### config.mk
export PLATFORM = sky130hd
export DESIGN_NAME = psnr_ctrl
export DESIGN_NICKNAME = d
export VERILOG_FILES = /design/src/rtl/core/psnr_pkg.sv /design/src/rtl/core/psnr_ctrl.sv
export SDC_FILE = /design/constraint.sdc
export NUM_CORES = 1
export LEC_CHECK = 0
export BUFFER_PORTS_ARGS = -buffer_cell sky130_fd_sc_hd__buf_2
export CELL_PAD_IN_SITES_DETAIL_PLACEMENT = 0
export CELL_PAD_IN_SITES_GLOBAL_PLACEMENT = 1
export CORE_UTILIZATION = 38
export DETAILED_ROUTE_END_ITERATION = 12
export PLACE_DENSITY = 0.76
export SYNTH_ARGS = -nofsm -noshare
export SYNTH_HDL_FRONTEND = slang
export SYNTH_SLANG_ARGS = --single-unit
### constraint.sdc
create_clock -name clk_i -period 2.2 [get_ports clk_i]
set_input_delay 0.22 -clock clk_i [delete_from_list [all_inputs] [get_ports clk_i]]
set_output_delay 0.22 -clock clk_i [all_outputs]
set_load 0.02 [all_outputs]
### src/rtl/core/psnr_pkg.sv
`timescale 1ns / 1ps
// ----------------------------------------------------------------------------
// Polyphonic sine note renderer package
// Shared types, codes and constant tables of the note renderer.
// ----------------------------------------------------------------------------
package psnr_pkg;

  localparam int SPB_W = 18;
  localparam int VOL_W = 15;
  localparam int CFG_W = 18;

  localparam logic [SPB_W-1:0] SPB_RESET = 18'd22050;
  localparam logic [VOL_W-1:0] VOL_RESET = 15'd3932;

  localparam logic CFG_SPB = 1'b0;
  localparam logic CFG_VOL = 1'b1;

  typedef enum logic [1:0] {
    CMD_LOAD  = 2'd0,
    CMD_TICK  = 2'd1,
    CMD_CLEAR = 2'd2
  } cmd_e;

  typedef enum logic [4:0] {
    OP_IDLE,
    OP_LOAD,
    OP_CLEAR,
    OP_BND,
    OP_ACT,
    OP_PH,
    OP_ENV,
    OP_GAIN,
    OP_MUL1,
    OP_MUL2,
    OP_DIV,
    OP_ACC,
    OP_SC0,
    OP_SC1,
    OP_EXP_P,
    OP_EXP_Q,
    OP_EXP_C,
    OP_SC2,
    OP_DSTEP,
    OP_SC3
  } dp_op_e;

  typedef struct packed {
    dp_op_e op;
    logic   cap;
    logic   push;
  } dp_ctrl_t;

  typedef struct packed {
    logic empty;
    logic last;
    logic on;
    logic exp_last;
    logic div_last;
  } dp_stat_t;

  typedef struct packed {
    logic [23:0] start;
    logic [23:0] len;
    logic [6:0]  pitch;
    logic [6:0]  vel;
  } note_t;

  localparam logic [11:0] ATT_LEN = 12'd441;
  localparam logic [11:0] REL_LEN = 12'd3528;
  localparam logic [15:0] FULL_GAIN = 16'd32768;
  localparam logic [39:0] ATT_RECIP = 40'((64'd1 << 47) / 64'd441);
  localparam logic [39:0] REL_RECIP = 40'((64'd1 << 47) / 64'd3528);
  localparam logic [25:0] VEL_RECIP = 26'((64'd1 << 32) / 64'd127);
  localparam logic [6:0]  VEL_MAX = 7'd127;

  localparam logic [18:0] CLIP_LIMIT = 19'd294912;
  localparam logic [16:0] W_GAIN = 17'd94548;
  localparam logic [14:0] LN2_Q15 = 15'd22713;
  localparam logic [30:0] ONE_Q30 = 31'h4000_0000;
  localparam logic [2:0]  EXP_ORDER = 3'd6;
  localparam logic [32:0] RECIP1 = 33'h1_0000_0000;
  localparam logic [32:0] RECIP2 = 33'((64'd1 << 32) / 64'd2);
  localparam logic [32:0] RECIP3 = 33'((64'd1 << 32) / 64'd3);
  localparam logic [32:0] RECIP4 = 33'((64'd1 << 32) / 64'd4);
  localparam logic [32:0] RECIP5 = 33'((64'd1 << 32) / 64'd5);
  localparam logic [32:0] RECIP6 = 33'((64'd1 << 32) / 64'd6);
  localparam logic [15:0] MAG_MAX = 16'd32767;

  localparam logic [31:0] OCT_INC [12] = '{
    32'd685636503, 32'd726406570, 32'd769600953, 32'd815363807,
    32'd863847862, 32'd915214929, 32'd969636441, 32'd1027294024,
    32'd1088380106, 32'd1153098554, 32'd1221665362, 32'd1294309365
  };

  typedef logic [31:0] inc_tab_t [128];

  function automatic inc_tab_t build_inc_tab();
    inc_tab_t    tab;
    int          k;
    int          oct;
    int          o;
    logic [63:0] v;
    k   = 3;
    oct = 0;
    for (int p = 0; p < 128; p++) begin
      o = 10 - oct;
      if (o == 0) begin
        tab[7'(p)] = OCT_INC[4'(k)];
      end else begin
        v = (64'(OCT_INC[4'(k)]) + (64'd1 << (o - 1))) >> o;
        tab[7'(p)] = v[31:0];
      end
      k = k + 1;
      if (k == 12) begin
        k   = 0;
        oct = oct + 1;
      end
    end
    return tab;
  endfunction

  localparam inc_tab_t INC_TAB = build_inc_tab();

  function automatic logic [32:0] exp_recip(input logic [2:0] d);
    logic [32:0] r;
    case (d)
      3'd1:    r = RECIP1;
      3'd2:    r = RECIP2;
      3'd3:    r = RECIP3;
      3'd4:    r = RECIP4;
      3'd5:    r = RECIP5;
      3'd6:    r = RECIP6;
      default: r = '0;
    endcase
    return r;
  endfunction

endpackage

### src/rtl/core/psnr_ctrl.sv
`timescale 1ns / 1ps
// ----------------------------------------------------------------------------
// Note renderer controller
// Sequences loads, clears, the per-note mixing steps, the soft clip and the
// hand-over of each result word to the output register.
// ----------------------------------------------------------------------------
module psnr_ctrl (
  input  logic               clk_i,
  input  logic               rst_ni,
  input  logic               in_valid_i,
  output logic               in_stall_o,
  input  logic [1:0]         cmd_i,
  output logic               out_valid_o,
  input  logic               out_stall_i,
  output psnr_pkg::dp_ctrl_t ctrl_o,
  input  psnr_pkg::dp_stat_t stat_i
);
  import psnr_pkg::*;

  typedef enum logic [4:0] {
    ST_IDLE, ST_LOAD, ST_CLR, ST_RD, ST_BND, ST_ACT, ST_PH, ST_ENV, ST_GAIN,
    ST_MUL1, ST_MUL2, ST_DIV, ST_ACC, ST_SC0, ST_SC1, ST_EXP_P, ST_EXP_Q,
    ST_EXP_C, ST_SC2, ST_DSTEP, ST_SC3, ST_FIN
  } state_e;

  state_e state_q;
  logic   out_valid_q;
  logic   accept;
  logic   push;
  dp_op_e op;

  assign in_stall_o  = (state_q != ST_IDLE);
  assign accept      = in_valid_i && (state_q == ST_IDLE);
  assign push        = (state_q == ST_FIN) && (!out_valid_q || !out_stall_i);
  assign out_valid_o = out_valid_q;

  always_comb begin
    case (state_q)
      ST_LOAD:  op = OP_LOAD;
      ST_CLR:   op = OP_CLEAR;
      ST_BND:   op = OP_BND;
      ST_ACT:   op = OP_ACT;
      ST_PH:    op = OP_PH;
      ST_ENV:   op = OP_ENV;
      ST_GAIN:  op = OP_GAIN;
      ST_MUL1:  op = OP_MUL1;
      ST_MUL2:  op = OP_MUL2;
      ST_DIV:   op = OP_DIV;
      ST_ACC:   op = OP_ACC;
      ST_SC0:   op = OP_SC0;
      ST_SC1:   op = OP_SC1;
      ST_EXP_P: op = OP_EXP_P;
      ST_EXP_Q: op = OP_EXP_Q;
      ST_EXP_C: op = OP_EXP_C;
      ST_SC2:   op = OP_SC2;
      ST_DSTEP: op = OP_DSTEP;
      ST_SC3:   op = OP_SC3;
      default:  op = OP_IDLE;
    endcase
  end

  assign ctrl_o = '{op: op, cap: accept, push: push};

  always_ff @(posedge clk_i or negedge rst_ni) begin
    if (!rst_ni) begin
      state_q     <= ST_IDLE;
      out_valid_q <= 1'b0;
    end else begin
      if (push) begin
        out_valid_q <= 1'b1;
      end else if (out_valid_q && !out_stall_i) begin
        out_valid_q <= 1'b0;
      end
      case (state_q)
        ST_IDLE: begin
          if (accept) begin
            case (cmd_i)
              CMD_LOAD:  state_q <= ST_LOAD;
              CMD_TICK:  state_q <= stat_i.empty ? ST_SC0 : ST_RD;
              CMD_CLEAR: state_q <= ST_CLR;
              default:   state_q <= ST_FIN;
            endcase
          end
        end
        ST_LOAD:  state_q <= ST_FIN;
        ST_CLR:   state_q <= ST_FIN;
        ST_RD:    state_q <= ST_BND;
        ST_BND:   state_q <= ST_ACT;
        ST_ACT: begin
          if (stat_i.on) begin
            state_q <= ST_PH;
          end else begin
            state_q <= stat_i.last ? ST_SC0 : ST_RD;
          end
        end
        ST_PH:    state_q <= ST_ENV;
        ST_ENV:   state_q <= ST_GAIN;
        ST_GAIN:  state_q <= ST_MUL1;
        ST_MUL1:  state_q <= ST_MUL2;
        ST_MUL2:  state_q <= ST_DIV;
        ST_DIV:   state_q <= ST_ACC;
        ST_ACC:   state_q <= stat_i.last ? ST_SC0 : ST_RD;
        ST_SC0:   state_q <= ST_SC1;
        ST_SC1:   state_q <= ST_EXP_P;
        ST_EXP_P: state_q <= ST_EXP_Q;
        ST_EXP_Q: state_q <= ST_EXP_C;
        ST_EXP_C: state_q <= stat_i.exp_last ? ST_SC2 : ST_EXP_P;
        ST_SC2:   state_q <= ST_DSTEP;
        ST_DSTEP: state_q <= stat_i.div_last ? ST_SC3 : ST_DSTEP;
        ST_SC3:   state_q <= ST_FIN;
        ST_FIN: begin
          if (push) begin
            state_q <= ST_IDLE;
          end
        end
        default:  state_q <= ST_IDLE;
      endcase
    end
  end

  assert property (@(posedge clk_i) disable iff (!rst_ni) push |=> out_valid_q)
    else $error("result word lost at hand-over");

  assert property (@(posedge clk_i) disable iff (!rst_ni) accept |=> in_stall_o)
    else $error("new word taken while one is in progress");

  assert property (@(posedge clk_i) disable iff (!rst_ni)
    (accept && cmd_i == CMD_TICK && stat_i.empty) |=> (state_q == ST_SC0))
    else $error("note walk started on an empty table");

endmodule

==> impl_metrics.env <==
export IMPL_status="complete, no violations"
export IMPL_vias=976
export IMPL_antenna_found_initial=0
export IMPL_rsz0062_at_grt="no"
export IMPL_htree_levels=1
export IMPL_ir_worst_vdd_mv=0.8285
export IMPL_synth_fp_nets=137
export IMPL_cts_tree="yes"
export IMPL_power_mw=1.803
export IMPL_hold_viol=0
export IMPL_syn_to_final_growth_pct=17.86
export IMPL_syn_avg_cell_area_um2=7.528
export IMPL_post_route_drc_count=0
export IMPL_yosysSeqAreaShare_pct=16.48
export IMPL_r2r_setup_slack_ns=0.16
export IMPL_syn_inst=121
export IMPL_min_path_type="primary input to flip-flop"
export IMPL_grt_pass1_wl_um=4043
export IMPL_worst_r2r_cell_count=7
export IMPL_slew_headroom_pct=56.45
export IMPL_power_density_nw_per_um2=1679
export IMPL_skew_ns=0.008537
export IMPL_sequentialPowerShare_pct=16.4
export IMPL_fp_row_count=17
export IMPL_gp_congestion=0.9493
export IMPL_die_w_um=50.96
export IMPL_dieArea_um2=2597
export IMPL_min_period_over_period_pct=92.86
export IMPL_final_max_slew_viol_count=0
export IMPL_worstPathCellList="inv_1 -> ha_4 -> nand2_1 -> o21ai_0 -> a21oi_1 -> o32ai_1 -> buf_2"
export IMPL_grt_pass1_vias=866
export IMPL_fmax_mhz=489.5
export IMPL_crit_type="flip-flop to output port"
export IMPL_place_area_um2=1017
export IMPL_switchingPower_uw=952.5
export IMPL_track_usage_pct=20.93
export IMPL_synth_top_area_share_pct=16.48
export IMPL_cts_root_buf="clkbuf_4"
export IMPL_arrival_ns=1.82
export IMPL_min_delay_worst_endpoint="out_valid_o"
export IMPL_dp_slack_ns=0.1653
export IMPL_drive_above_1_share_pct=26.62
export IMPL_dp_cells=163
export IMPL_globalRouteOverflowTotal=0
export IMPL_cts_buffers_inserted=3
export IMPL_setup_viol=0
export IMPL_slowest_delay_ns=0.45
export IMPL_post_drt_wl_per_cell_um=15.81
export IMPL_dp_final_hpwl_um=1937
export IMPL_dieHeight_um=50.96
export IMPL_vias_per_cell=5.844
export IMPL_initial_core_util_pct=40.78
export IMPL_end_kind="output port"
export IMPL_yosys_register_bits=6
export IMPL_power_internal_uw=850.3
export IMPL_swShare_pct=52.83
export IMPL_required_ns=1.98
export IMPL_combinationalPowerShare_pct=77.9
export IMPL_p_leak_nw=0.4611
export IMPL_synth_async_reset_ratio_pct=100.0
export IMPL_critical_path_reg2reg_startpoint="state_q[0]"
export IMPL_slowest_stage="dfrtp_1"
export IMPL_port_buffers=19
export IMPL_synth_area_leaders="dfrtp_1 16%, ha_1 6.9%, a21oi_1 4.4%, o32ai_1 3.8%, nand2b_1 3.4%"
export IMPL_synth_warning_count=0
export IMPL_synth_edf_count=0
export IMPL_ys_flop_type="dfrtp_1"
export IMPL_min_period_ns=2.043
export IMPL_hold_path_cell_count=3
export IMPL_cap_violations=0
export IMPL_worst_setup_path_start_kind="flip-flop"
export IMPL_stdcell_area_um2=1074
export IMPL_layoutNonFillerInstCount=167
export IMPL_grt_max_degree=21
export IMPL_critPathMaxFanout=12
export IMPL_timing_hold_ws_ns=0.1944
export IMPL_path_clk_slew_ns=0.05
export IMPL_io_pin_count=20
export IMPL_dr_pass1_iters=4
export IMPL_synthesis_area_um2=910.9
export IMPL_cts_buffer_depth=2
export IMPL_power_frac_clock_pct=5.8
export IMPL_routed_wl_um=2640
export IMPL_hold_start="out_stall_i"
export IMPL_fin_setup_tns_ns=0
export IMPL_final_nets=157
export IMPL_clkLatencyLatePin_ns=0.25
export IMPL_worst_pin_slew_ns=0.6533
export IMPL_drtAntennaViolNets=0
export IMPL_cts_sinks=6
export IMPL_yosys_cell_types_count=45
export IMPL_finish_utilization_pct=48.07
export IMPL_core_area_um2=2233
export IMPL_crit_reg2reg_capture="state_q[2]"
export IMPL_yosysTopAreaCell="dfrtp_1"
export IMPL_dr_first_iter_drc_count=51
export IMPL_fin_ws_ns=0.1570
export IMPL_postCtsSetupRepairBufs=0
export IMPL_n_antenna_cell=0
## layout by cell type (no fill, tap or decap), drive strengths merged, types with 2 or more instances in the layout
cell,netlist,final
nand2b,5,5
nor2,8,8
o32ai,4,4
a211o,2,2
o21ai,10,10
dfrtp,6,6
buf,9,25
clkbuf,2,3
a21oi,8,8
inv,6,6
o22ai,2,2
nor2b,5,5
nand2,7,7
or2b,2,2
or3b,2,2
nand4b,3,3
ha,5,5
mux2,2,2
or3,2,2
or2,3,3
nand4,3,3
nand3,5,5
nor3,3,3
## logic make-up after synthesis
kind of cell	after synthesis	share of synthesized area (%)
simple gates	53	34.34
compound gates	37	28.02
buf+inv	17	10.03
flops	6	16.48
fa+ha+maj	5	6.868
mux	2	3.297
xor+xnor	1	0.9617
## metal layers
layer / vias up / track usage, % / routed length [um] / part of all wire, %
met5: - / 0 / 0 / 0
met4: 0 / 3.704 / 0 / 0
met3: 0 / 5.060 / 193 / 7.3
met2: 46 / 34.43 / 1269 / 48
met1: 451 / 27.75 / 1177 / 45
li1: 479 / - / - / -
## synth_stat cells (all sizes together), types with 2 or more instances
cell,count
or2b,2
nor2,8
nor3,3
a211o,2
o22ai,2
clkbuf,2
nand2,7
nand4b,3
nand4,3
ha,5
o21ai,10
mux2,2
or3,2
a21oi,8
inv,6
nand2b,5
dfrtp,6
nor2b,5
buf,9
or3b,2
or2,3
o32ai,4
nand3,5
## what timing repair did
action / 4_1_cts / 5_1_grt
gates resized for setup: 1 / 3
hold endpoints to repair: 6 / 0
hold buffers: 1 / 0
setup endpoints to repair: 1 / 2
## final cells by class
type | instances | area, um2
Clock buffer | 3 | 22.52
Fill cell | 228 | 1160
Inverter | 6 | 22.52
Multi-Input combinational cell | 98 | 693.2
Sequential cell | 6 | 150.1
Tap cell | 28 | 35.03
Timing Repair Buffer | 26 | 150.1
## how the worst max path moves through the flow
stage	depth (start not counted)	slack [ns]	start	to
finish	7	0.16	state_q[0]	ctrl_o[2]
detailed placement	6	0.17	state_q[0]	state_q[1]
CTS	6	0.07	state_q[0]	ctrl_o[1]
floorplan	5	0.30	state_q[0]	ctrl_o[4]
global placement	6	0.15	state_q[0]	state_q[1]
global route	7	0.03	state_q[0]	ctrl_o[2]
## sequential cells by signal, indices dropped and copies added, names as in the netlist
signal       cells
state_q          5
out_valid_o      1
## power by group through the flow
stage | sequential (mW) | clock [mW] | combinational (mW)
6_report | 0.295 | 0.104 | 1.40
4_1_cts | 0.282 | 0.107 | 1.35
2_1_floorplan | 0.211 | 0 | 1.08
3_3_place_gp | 0.283 | 0 | 1.33
5_1_grt | 0.306 | 0.115 | 1.53
3_5_place_dp | 0.284 | 0 | 1.33
## critical path, delay by kind of cell, from the launching register on
kind,cells,cell delay [ns]
buffers and inverters,2,0.40
and+or+nand+nor,1,0.10
adders and majority gates,1,0.23
AOI/OAI and AO/OA,3,0.39
DFF,1,0.45
(Power assumes the default switching activity.)
